===== config.mk =====
export PLATFORM = sky130hd
export DESIGN_NAME = sorted_term_accumulate_table
export DESIGN_NICKNAME = d
export VERILOG_FILES = /design/src/hdl/stat_pkg.sv /design/src/hdl/sorted_term_accumulate_table.sv /design/src/hdl/stat_ram.sv /design/src/hdl/stat_seq.sv
export SDC_FILE = /design/constraint.sdc
export NUM_CORES = 2
export LEC_CHECK = 0
export CAP_MARGIN = 0
export CELL_PAD_IN_SITES_DETAIL_PLACEMENT = 0
export CELL_PAD_IN_SITES_GLOBAL_PLACEMENT = 1
export CORE_UTILIZATION = 35
export DETAILED_ROUTE_END_ITERATION = 7
export DONT_BUFFER_PORTS = 1
export PLACE_DENSITY = 0.65
export SYNTH_ARGS = -nofsm -noshare
export SYNTH_HDL_FRONTEND = slang
export SYNTH_SLANG_ARGS = --single-unit

===== constraint.sdc =====
create_clock -name clk -period 6.7 [get_ports clk]
set_input_delay 2.01 -clock clk [delete_from_list [all_inputs] [get_ports clk]]
set_output_delay 2.01 -clock clk [all_outputs]
set_load 0.01 [all_outputs]

===== src/hdl/stat_pkg.sv =====
package stat_pkg;

    // Table geometry
    localparam int MAX_TERMS = 32;
    localparam int OUT_LIMIT = 32;
    localparam int IDX_W     = $clog2(MAX_TERMS);
    localparam int CNT_W     = $clog2(MAX_TERMS + 1);

    // Item kinds
    typedef logic [1:0] kind_t;
    localparam kind_t KIND_INSERT = 2'd0;
    localparam kind_t KIND_DUMP   = 2'd1;
    localparam kind_t KIND_CLEAR  = 2'd2;

    // Result status codes
    typedef logic [2:0] status_t;
    localparam status_t ST_NEW     = 3'd0;
    localparam status_t ST_MERGED  = 3'd1;
    localparam status_t ST_REMOVED = 3'd2;
    localparam status_t ST_ZERO    = 3'd3;
    localparam status_t ST_FULL    = 3'd4;
    localparam status_t ST_TERM    = 3'd5;
    localparam status_t ST_CLEARED = 3'd6;

    // One stored term
    typedef struct packed {
        logic [31:0] coef;
        logic [31:0] exp;
    } entry_t;

    // One result item
    typedef struct packed {
        status_t     status;
        logic [31:0] coef;
        logic [31:0] exp;
        logic        last;
    } res_t;

    typedef enum logic [2:0] {
        S_IDLE,
        S_SEARCH,
        S_UP,
        S_PUT,
        S_DN,
        S_DUMP,
        S_DONE
    } state_t;

    // Single-result reply with empty term fields
    function automatic res_t status_res(input status_t st);
        res_t r;
        r.status = st;
        r.coef   = '0;
        r.exp    = '0;
        r.last   = 1'b1;
        return r;
    endfunction

endpackage


===== src/hdl/sorted_term_accumulate_table.sv =====
// Sparse polynomial table: terms are held in one synchronous RAM, sorted by
// descending signed exponent. An insert walks the table one entry per cycle
// from the top until it finds its place, then merges in one write or moves
// the tail up or down one entry per cycle. A dump streams one term per cycle
// after a registered read of the first entry, while the output register can
// take them; clear, zero-coefficient inserts and an insert into an empty
// table go straight to their result. The walk and the moves are bound by the
// single read port of the term RAM. One item is worked on at a time; the
// output register lets the next item in while a result waits. Kind 3 is
// discarded without a result.
module sorted_term_accumulate_table (
    input  logic        clk,
    input  logic        rst_n,
    // input stream
    input  logic        s_tvalid,
    output logic        s_tready,
    input  logic [63:0] s_tdata,   // [31:0] coefficient, [63:32] exponent
    input  logic [1:0]  s_tuser,   // [1:0] kind
    // result stream
    output logic        m_tvalid,
    input  logic        m_tready,
    output logic [63:0] m_tdata,   // [31:0] term_coefficient, [63:32] term_exponent
    output logic [2:0]  m_tuser,   // [2:0] status
    output logic        m_tlast
);

    logic           res_valid, res_ready;
    stat_pkg::res_t res;
    logic           out_valid_reg, out_valid_next;
    stat_pkg::res_t out_res_reg;

    stat_seq u_seq (
        .clk       (clk),
        .rst_n     (rst_n),
        .in_valid  (s_tvalid),
        .in_ready  (s_tready),
        .in_kind   (s_tuser),
        .in_coef   (s_tdata[31:0]),
        .in_exp    (s_tdata[63:32]),
        .res_valid (res_valid),
        .res_ready (res_ready),
        .res       (res)
    );

    // Output register: free when empty or being drained
    assign res_ready = !out_valid_reg || m_tready;

    always_comb
    begin
        out_valid_next = out_valid_reg;
        if (res_ready)
        begin
            out_valid_next = res_valid;
        end
    end

    always_ff @(posedge clk or negedge rst_n)
    begin
        if (!rst_n)
        begin
            out_valid_reg <= 1'b0;
        end
        else
        begin
            out_valid_reg <= out_valid_next;
        end
    end

    always_ff @(posedge clk)
    begin
        if (res_valid && res_ready)
        begin
            out_res_reg <= res;
        end
    end

    assign m_tvalid = out_valid_reg;
    assign m_tdata  = {out_res_reg.exp, out_res_reg.coef};
    assign m_tuser  = out_res_reg.status;
    assign m_tlast  = out_res_reg.last;

endmodule


===== src/hdl/stat_ram.sv =====
module stat_ram #(
    parameter int DEPTH = 32,
    parameter int WIDTH = 64
) (
    input  logic                     clk,
    input  logic                     wr_en,
    input  logic [$clog2(DEPTH)-1:0] wr_addr,
    input  logic [WIDTH-1:0]         wr_data,
    input  logic                     rd_en,
    input  logic [$clog2(DEPTH)-1:0] rd_addr,
    output logic [WIDTH-1:0]         rd_data
);

    logic [WIDTH-1:0] mem [DEPTH];

    // Write port
    always_ff @(posedge clk)
    begin
        if (wr_en)
        begin
            mem[wr_addr] <= wr_data;
        end
    end

    // Registered read; data holds while rd_en is low
    always_ff @(posedge clk)
    begin
        if (rd_en)
        begin
            rd_data <= mem[rd_addr];
        end
    end

endmodule


===== src/hdl/stat_seq.sv =====
module stat_seq (
    input  logic                  clk,
    input  logic                  rst_n,
    // input item
    input  logic                  in_valid,
    output logic                  in_ready,
    input  stat_pkg::kind_t       in_kind,
    input  logic [31:0]           in_coef,
    input  logic [31:0]           in_exp,
    // result towards the output register
    output logic                  res_valid,
    input  logic                  res_ready,
    output stat_pkg::res_t        res
);

    localparam int IDX_W = stat_pkg::IDX_W;
    localparam int CNT_W = stat_pkg::CNT_W;

    stat_pkg::state_t state_reg, state_next;
    logic [CNT_W-1:0] count_reg, count_next;
    logic [IDX_W-1:0] idx_reg, idx_next;
    logic [IDX_W-1:0] j_reg, j_next;
    logic [31:0]      coef_reg, coef_next;
    logic [31:0]      exp_reg, exp_next;
    stat_pkg::res_t   pend_reg, pend_next;

    // RAM port signals
    logic                 wr_en, rd_en;
    logic [IDX_W-1:0]     wr_addr, rd_addr;
    stat_pkg::entry_t     wr_entry, rd_entry;

    // Shared compares
    logic             accept;
    logic             gt, eq, full, idx_at_end, dump_end, j_at_pos, j_at_end;
    logic [31:0]      sum;
    logic [CNT_W-1:0] idx_inc, j_inc, dump_n;

    stat_ram #(
        .DEPTH (stat_pkg::MAX_TERMS),
        .WIDTH ($bits(stat_pkg::entry_t))
    ) u_ram (
        .clk     (clk),
        .wr_en   (wr_en),
        .wr_addr (wr_addr),
        .wr_data (wr_entry),
        .rd_en   (rd_en),
        .rd_addr (rd_addr),
        .rd_data (rd_entry)
    );

    assign in_ready   = (state_reg == stat_pkg::S_IDLE);
    assign accept     = in_valid && in_ready;

    assign gt         = $signed(rd_entry.exp) > $signed(exp_reg);
    assign eq         = rd_entry.exp == exp_reg;
    assign sum        = rd_entry.coef + coef_reg;
    assign full       = count_reg == CNT_W'(stat_pkg::MAX_TERMS);
    assign idx_inc    = CNT_W'(idx_reg) + CNT_W'(1);
    assign j_inc      = CNT_W'(j_reg) + CNT_W'(1);
    assign idx_at_end = idx_inc == count_reg;
    assign j_at_end   = j_inc == count_reg;
    assign j_at_pos   = j_reg == idx_reg;
    assign dump_n     = (count_reg > CNT_W'(stat_pkg::OUT_LIMIT)) ?
                        CNT_W'(stat_pkg::OUT_LIMIT) : count_reg;
    assign dump_end   = idx_inc == dump_n;

    // Next state
    always_comb
    begin
        state_next = state_reg;
        case (state_reg)
            stat_pkg::S_IDLE:
            begin
                if (in_valid)
                begin
                    case (in_kind)
                        stat_pkg::KIND_INSERT:
                            state_next = (in_coef == '0 || count_reg == '0) ?
                                         stat_pkg::S_DONE : stat_pkg::S_SEARCH;
                        stat_pkg::KIND_DUMP:
                            state_next = (count_reg == '0) ?
                                         stat_pkg::S_DONE : stat_pkg::S_DUMP;
                        stat_pkg::KIND_CLEAR:
                            state_next = stat_pkg::S_DONE;
                        default:
                            state_next = stat_pkg::S_IDLE;
                    endcase
                end
            end
            stat_pkg::S_SEARCH:
            begin
                if (gt)
                begin
                    state_next = idx_at_end ? stat_pkg::S_DONE : stat_pkg::S_SEARCH;
                end
                else if (eq)
                begin
                    state_next = (sum != '0 || idx_at_end) ?
                                 stat_pkg::S_DONE : stat_pkg::S_DN;
                end
                else
                begin
                    state_next = full ? stat_pkg::S_DONE : stat_pkg::S_UP;
                end
            end
            stat_pkg::S_UP:
                state_next = j_at_pos ? stat_pkg::S_PUT : stat_pkg::S_UP;
            stat_pkg::S_PUT:
                state_next = stat_pkg::S_DONE;
            stat_pkg::S_DN:
                state_next = j_at_end ? stat_pkg::S_DONE : stat_pkg::S_DN;
            stat_pkg::S_DUMP:
                state_next = (res_ready && dump_end) ? stat_pkg::S_IDLE : stat_pkg::S_DUMP;
            stat_pkg::S_DONE:
                state_next = res_ready ? stat_pkg::S_IDLE : stat_pkg::S_DONE;
            default:
                state_next = stat_pkg::S_IDLE;
        endcase
    end

    // Memory accesses, datapath and results
    always_comb
    begin
        wr_en         = 1'b0;
        wr_addr       = idx_reg;
        wr_entry.coef = coef_reg;
        wr_entry.exp  = exp_reg;
        rd_en         = 1'b0;
        rd_addr       = idx_reg;
        count_next    = count_reg;
        idx_next      = idx_reg;
        j_next        = j_reg;
        coef_next     = coef_reg;
        exp_next      = exp_reg;
        pend_next     = pend_reg;
        res_valid     = 1'b0;
        res           = pend_reg;
        case (state_reg)
            stat_pkg::S_IDLE:
            begin
                if (accept)
                begin
                    coef_next = in_coef;
                    exp_next  = in_exp;
                    idx_next  = '0;
                    case (in_kind)
                        stat_pkg::KIND_INSERT:
                        begin
                            if (in_coef == '0)
                            begin
                                pend_next = stat_pkg::status_res(stat_pkg::ST_ZERO);
                            end
                            else if (count_reg == '0)
                            begin
                                wr_en         = 1'b1;
                                wr_addr       = '0;
                                wr_entry.coef = in_coef;
                                wr_entry.exp  = in_exp;
                                count_next    = CNT_W'(1);
                                pend_next     = stat_pkg::status_res(stat_pkg::ST_NEW);
                            end
                            else
                            begin
                                rd_en   = 1'b1;
                                rd_addr = '0;
                            end
                        end
                        stat_pkg::KIND_DUMP:
                        begin
                            if (count_reg == '0)
                            begin
                                pend_next = stat_pkg::status_res(stat_pkg::ST_CLEARED);
                            end
                            else
                            begin
                                rd_en   = 1'b1;
                                rd_addr = '0;
                            end
                        end
                        stat_pkg::KIND_CLEAR:
                        begin
                            count_next = '0;
                            pend_next  = stat_pkg::status_res(stat_pkg::ST_CLEARED);
                        end
                        default:
                        begin
                            pend_next = pend_reg;
                        end
                    endcase
                end
            end
            stat_pkg::S_SEARCH:
            begin
                if (gt)
                begin
                    // stored exponent is higher: step on, or append at the tail (or report full)
                    if (idx_at_end)
                    begin
                        if (full)
                        begin
                            pend_next = stat_pkg::status_res(stat_pkg::ST_FULL);
                        end
                        else
                        begin
                            wr_en      = 1'b1;
                            wr_addr    = IDX_W'(count_reg);
                            count_next = count_reg + CNT_W'(1);
                            pend_next  = stat_pkg::status_res(stat_pkg::ST_NEW);
                        end
                    end
                    else
                    begin
                        rd_en    = 1'b1;
                        rd_addr  = IDX_W'(idx_inc);
                        idx_next = IDX_W'(idx_inc);
                    end
                end
                else if (eq)
                begin
                    if (sum != '0)
                    begin
                        wr_en         = 1'b1;
                        wr_addr       = idx_reg;
                        wr_entry.coef = sum;
                        wr_entry.exp  = rd_entry.exp;
                        pend_next     = stat_pkg::status_res(stat_pkg::ST_MERGED);
                    end
                    else if (idx_at_end)
                    begin
                        count_next = count_reg - CNT_W'(1);
                        pend_next  = stat_pkg::status_res(stat_pkg::ST_REMOVED);
                    end
                    else
                    begin
                        // close the gap: move later entries down
                        rd_en   = 1'b1;
                        rd_addr = IDX_W'(idx_inc);
                        j_next  = IDX_W'(idx_inc);
                    end
                end
                else
                begin
                    if (full)
                    begin
                        pend_next = stat_pkg::status_res(stat_pkg::ST_FULL);
                    end
                    else
                    begin
                        // open a gap at idx: move entries up from the tail
                        rd_en   = 1'b1;
                        rd_addr = IDX_W'(count_reg - CNT_W'(1));
                        j_next  = IDX_W'(count_reg - CNT_W'(1));
                    end
                end
            end
            stat_pkg::S_UP:
            begin
                wr_en    = 1'b1;
                wr_addr  = IDX_W'(j_inc);
                wr_entry = rd_entry;
                if (!j_at_pos)
                begin
                    rd_en   = 1'b1;
                    rd_addr = j_reg - IDX_W'(1);
                    j_next  = j_reg - IDX_W'(1);
                end
            end
            stat_pkg::S_PUT:
            begin
                wr_en      = 1'b1;
                wr_addr    = idx_reg;
                count_next = count_reg + CNT_W'(1);
                pend_next  = stat_pkg::status_res(stat_pkg::ST_NEW);
            end
            stat_pkg::S_DN:
            begin
                wr_en    = 1'b1;
                wr_addr  = j_reg - IDX_W'(1);
                wr_entry = rd_entry;
                if (j_at_end)
                begin
                    count_next = count_reg - CNT_W'(1);
                    pend_next  = stat_pkg::status_res(stat_pkg::ST_REMOVED);
                end
                else
                begin
                    rd_en   = 1'b1;
                    rd_addr = IDX_W'(j_inc);
                    j_next  = IDX_W'(j_inc);
                end
            end
            stat_pkg::S_DUMP:
            begin
                res_valid  = 1'b1;
                res.status = stat_pkg::ST_TERM;
                res.coef   = rd_entry.coef;
                res.exp    = rd_entry.exp;
                res.last   = dump_end;
                if (res_ready && !dump_end)
                begin
                    rd_en    = 1'b1;
                    rd_addr  = IDX_W'(idx_inc);
                    idx_next = IDX_W'(idx_inc);
                end
            end
            stat_pkg::S_DONE:
            begin
                res_valid = 1'b1;
            end
            default:
            begin
                res_valid = 1'b0;
            end
        endcase
    end

    // Control registers
    always_ff @(posedge clk or negedge rst_n)
    begin
        if (!rst_n)
        begin
            state_reg <= stat_pkg::S_IDLE;
            count_reg <= '0;
        end
        else
        begin
            state_reg <= state_next;
            count_reg <= count_next;
        end
    end

    // Payload registers
    always_ff @(posedge clk)
    begin
        idx_reg  <= idx_next;
        j_reg    <= j_next;
        coef_reg <= coef_next;
        exp_reg  <= exp_next;
        pend_reg <= pend_next;
    end

endmodule


==> metrics <==
dpl cell area=just over 0.1 sq mm; Root Driver=clkbuf_16; Cell Chain, Critical Path=ha_1, a31o_1, o211ai_2, nand2_1, xor2_1, or4b_4, nor4_4, nand4_2, buf_4, mux2_4, or2_4, a2111oi_0, a211oi_1, buf_4, buf_4, a31oi_1, o21ai_0, buf_4, o21bai_1; area added between synthesis and finish=16.4%; Post-synth EDFFs=2,257; setup violators final=0; final instance area=approximately 0.11 sq mm; Final Hold Fails=0; largest net degree at the start of global routing=just over 100; cell row count=roughly 190; violated checks=capacitance limit; Layout Cells excl Fill=between 10,000 and 15,000; crit share post-route=about 99%; min cycle time layout=6.61 ns; worst relative slew slack=less than 1%; cell total after placement=about 11,000; CP startpoint kind=flop; Vias=approximately 65,000; RSZ-0062 raised after global routing=false; routed len/inst=about 29 microns; Max FO, Critical Path=8; Final GP Congestion=0.908; hold_buf cts=0; # nets final=slightly below 8,000; WP data arrival=~7.3 ns; critical path class=flop to flop; Fin Hold WS=between 0.5 and 0.6 ns; core area=between 0.2 and 0.3 sq mm; CP peak stage delay=1.26 ns; initial cell density of the core=about a third; synth cell count leaders=edfxtp_1 (2,257), nand2_1 (1,810), nand3_1 (819); DP HPWL=between 150,000 and 200,000 microns; TritonCTS Buffers=roughly 230; top_reg_cell synth=edfxtp_1; Largest Register=u_seq.u_ram.mem; Initial DRT Pass Iterations=6; CP top delay family=compound AO/OA/AOI/OAI gates; syn nets=roughly 7,700; total global routing overflow=0; Total GRT Usage=a little under a quarter; share of cells above drive strength 1=12.0%; area leader, netlist=edfxtp_1; # IOs=140; max_cap viols=1; Area contributors post-synth=edfxtp_1 (71%), nand2_1 (7.1%), nand3_1 (4.3%), mux2i_1 (2.5%), a21oi_1 (2.1%); Sinks on Clock Net=2,267; post-layout util=around two fifths; number of global-route vias before repair=60,700; status=complete, but fails checks; endpoint class of the critical path=flop; initial antenna violation count=13; Seq/Total Area, Yosys=around 70%; DRT iter0 DRCs=7,971; Reg clk slew, reported paths=around 0.06 ns; die width=524 microns; Slew Limit Fails=0; syn avg cell area=roughly 13 sq um; Synth Register Bits=about 2,300; worst skew pair latency=a little over 0.9 ns; Post-Syn Area=between 0.09 and 0.1 sq mm; synth unique cells=95; Antenna Violating Nets Remaining=0; Die Y=around 520 microns; CP dominant cell by count=buf_4; H-tree depth=4; most frequent cell after synthesis=edfxtp_1; drt drc=0; Total Die Area=around 0.28 sq mm; r2r setup slk=approximately 0.088 ns; synth warn=0; Critical-path top delay cell=a2111oi_0; worst slew pin tran=about 1.5 ns; CTS tree=done; Synth top area share=between 70 and 80%; final clock skew=between 0.09 and 0.1 ns; first-pass GRT wire length=between 400,000 and 500,000 microns; max reg flops=2,048; worst hold path class=flop to flop; Routed WL=around 330,000 microns; Bufs on Longest Clock Path=4; CP required=between 7 and 8 ns; Synth Instances=7,522; Via-to-Cell Ratio=roughly 5.7; Port Buf Inserts=0; Fmax=about 150 MHz; CP Buf/Inv Count=4; Post-synth ARST share=less than 1%
path summary, 6_finish.rpt:
kind,depth (start not counted),to,from
max in group asynchronous,0,u_seq.count_reg[2]$_DFFE_PN0P_,rst_n
min in group asynchronous,0,u_seq.state_reg[0]$_DFFE_PN0P_,rst_n
max,19,u_seq.u_ram.rd_data[58]$_DFFE_PP_,u_seq.u_ram.rd_data[35]$_DFFE_PP_
min reg2reg,1,m_tuser[0]$_SDFFCE_PN1P_,u_seq.pend_reg[65]$_DFFE_PP_
min,1,m_tuser[0]$_SDFFCE_PN1P_,u_seq.pend_reg[65]$_DFFE_PP_
max reg2reg,19,u_seq.u_ram.rd_data[58]$_DFFE_PP_,u_seq.u_ram.rd_data[35]$_DFFE_PP_
kinds of logic after synthesis:
logic type / share of synthesized area [%]
muxes: 2.67
buffers and inverters: 2.53
and+or+nand+nor: 15.0
DFF: 71.2
AOI/OAI and AO/OA: 7.21
adders and majority gates: 0.977
xor gates and xnor gates: 0.466
stage by stage:
step	setup WS (ns)	TNS (ns)
after floorplan	-1.04	-232.40
after global placement	-1.22	-9.15
after detailed placement	-1.19	-8.72
after CTS	0.00516	0
after global routing	0.0186	0
final	0.0881	0
cell usage in the layout (no fill, tap or decap), types with 26 or more instances in the layout:
cell type | synthesis | final
inv_1 | 72 | 71
nand3_1 | 819 | 817
clkbuf_16 | 0 | 235
nand4_1 | 70 | 70
a21oi_1 | 399 | 351
xnor2_1 | 30 | 29
nand2_1 | 1810 | 1807
o221ai_1 | 27 | 27
nor2_1 | 238 | 190
buf_12 | 0 | 118
nor3_1 | 56 | 53
bufinv_16 | 0 | 26
buf_4 | 12 | 319
mux2i_1 | 243 | 243
clkinv_2 | 0 | 37
a32oi_1 | 29 | 28
ha_1 | 73 | 70
a211oi_1 | 58 | 56
and3_1 | 73 | 72
clkinv_1 | 1 | 62
a221o_1 | 26 | 26
o21ai_0 | 164 | 161
clkbuf_1 | 205 | 40
and2_1 | 76 | 75
o22ai_1 | 33 | 32
edfxtp_1 | 2257 | 2257
a221oi_1 | 46 | 45
nor2_4 | 1 | 44
a31oi_1 | 94 | 93
per-layer routing:
metal	share of wire (%)	routed length, microns	track usage (%)
met4	2.7	8810	6.34
met5	0	0	0
met1	43	141000	33.5
met3	8.8	28800	3.37
met2	46	149000	36.2
layout make-up:
cell class,instances,area (sq um)
fillers,25000,160000
flip-flops and latches,2267,68000
multi-input cells,4704,26100
clock buffers,276,6030
repair buffers,441,4830
well taps,3570,4470
clock inverters,147,1440
inverters,73,274
diodes,4,10.0
repair_timing:
item	in CTS	in global routing
buffers inserted	3	6
resized for setup	13	22
endpoints found under the setup margin	55	9
pin swaps	2	3
cloned	0	1
Power is left out: the tool's default activity adds up to more than one toggle a clock period on the data nets, which glitch-free logic cannot reach.
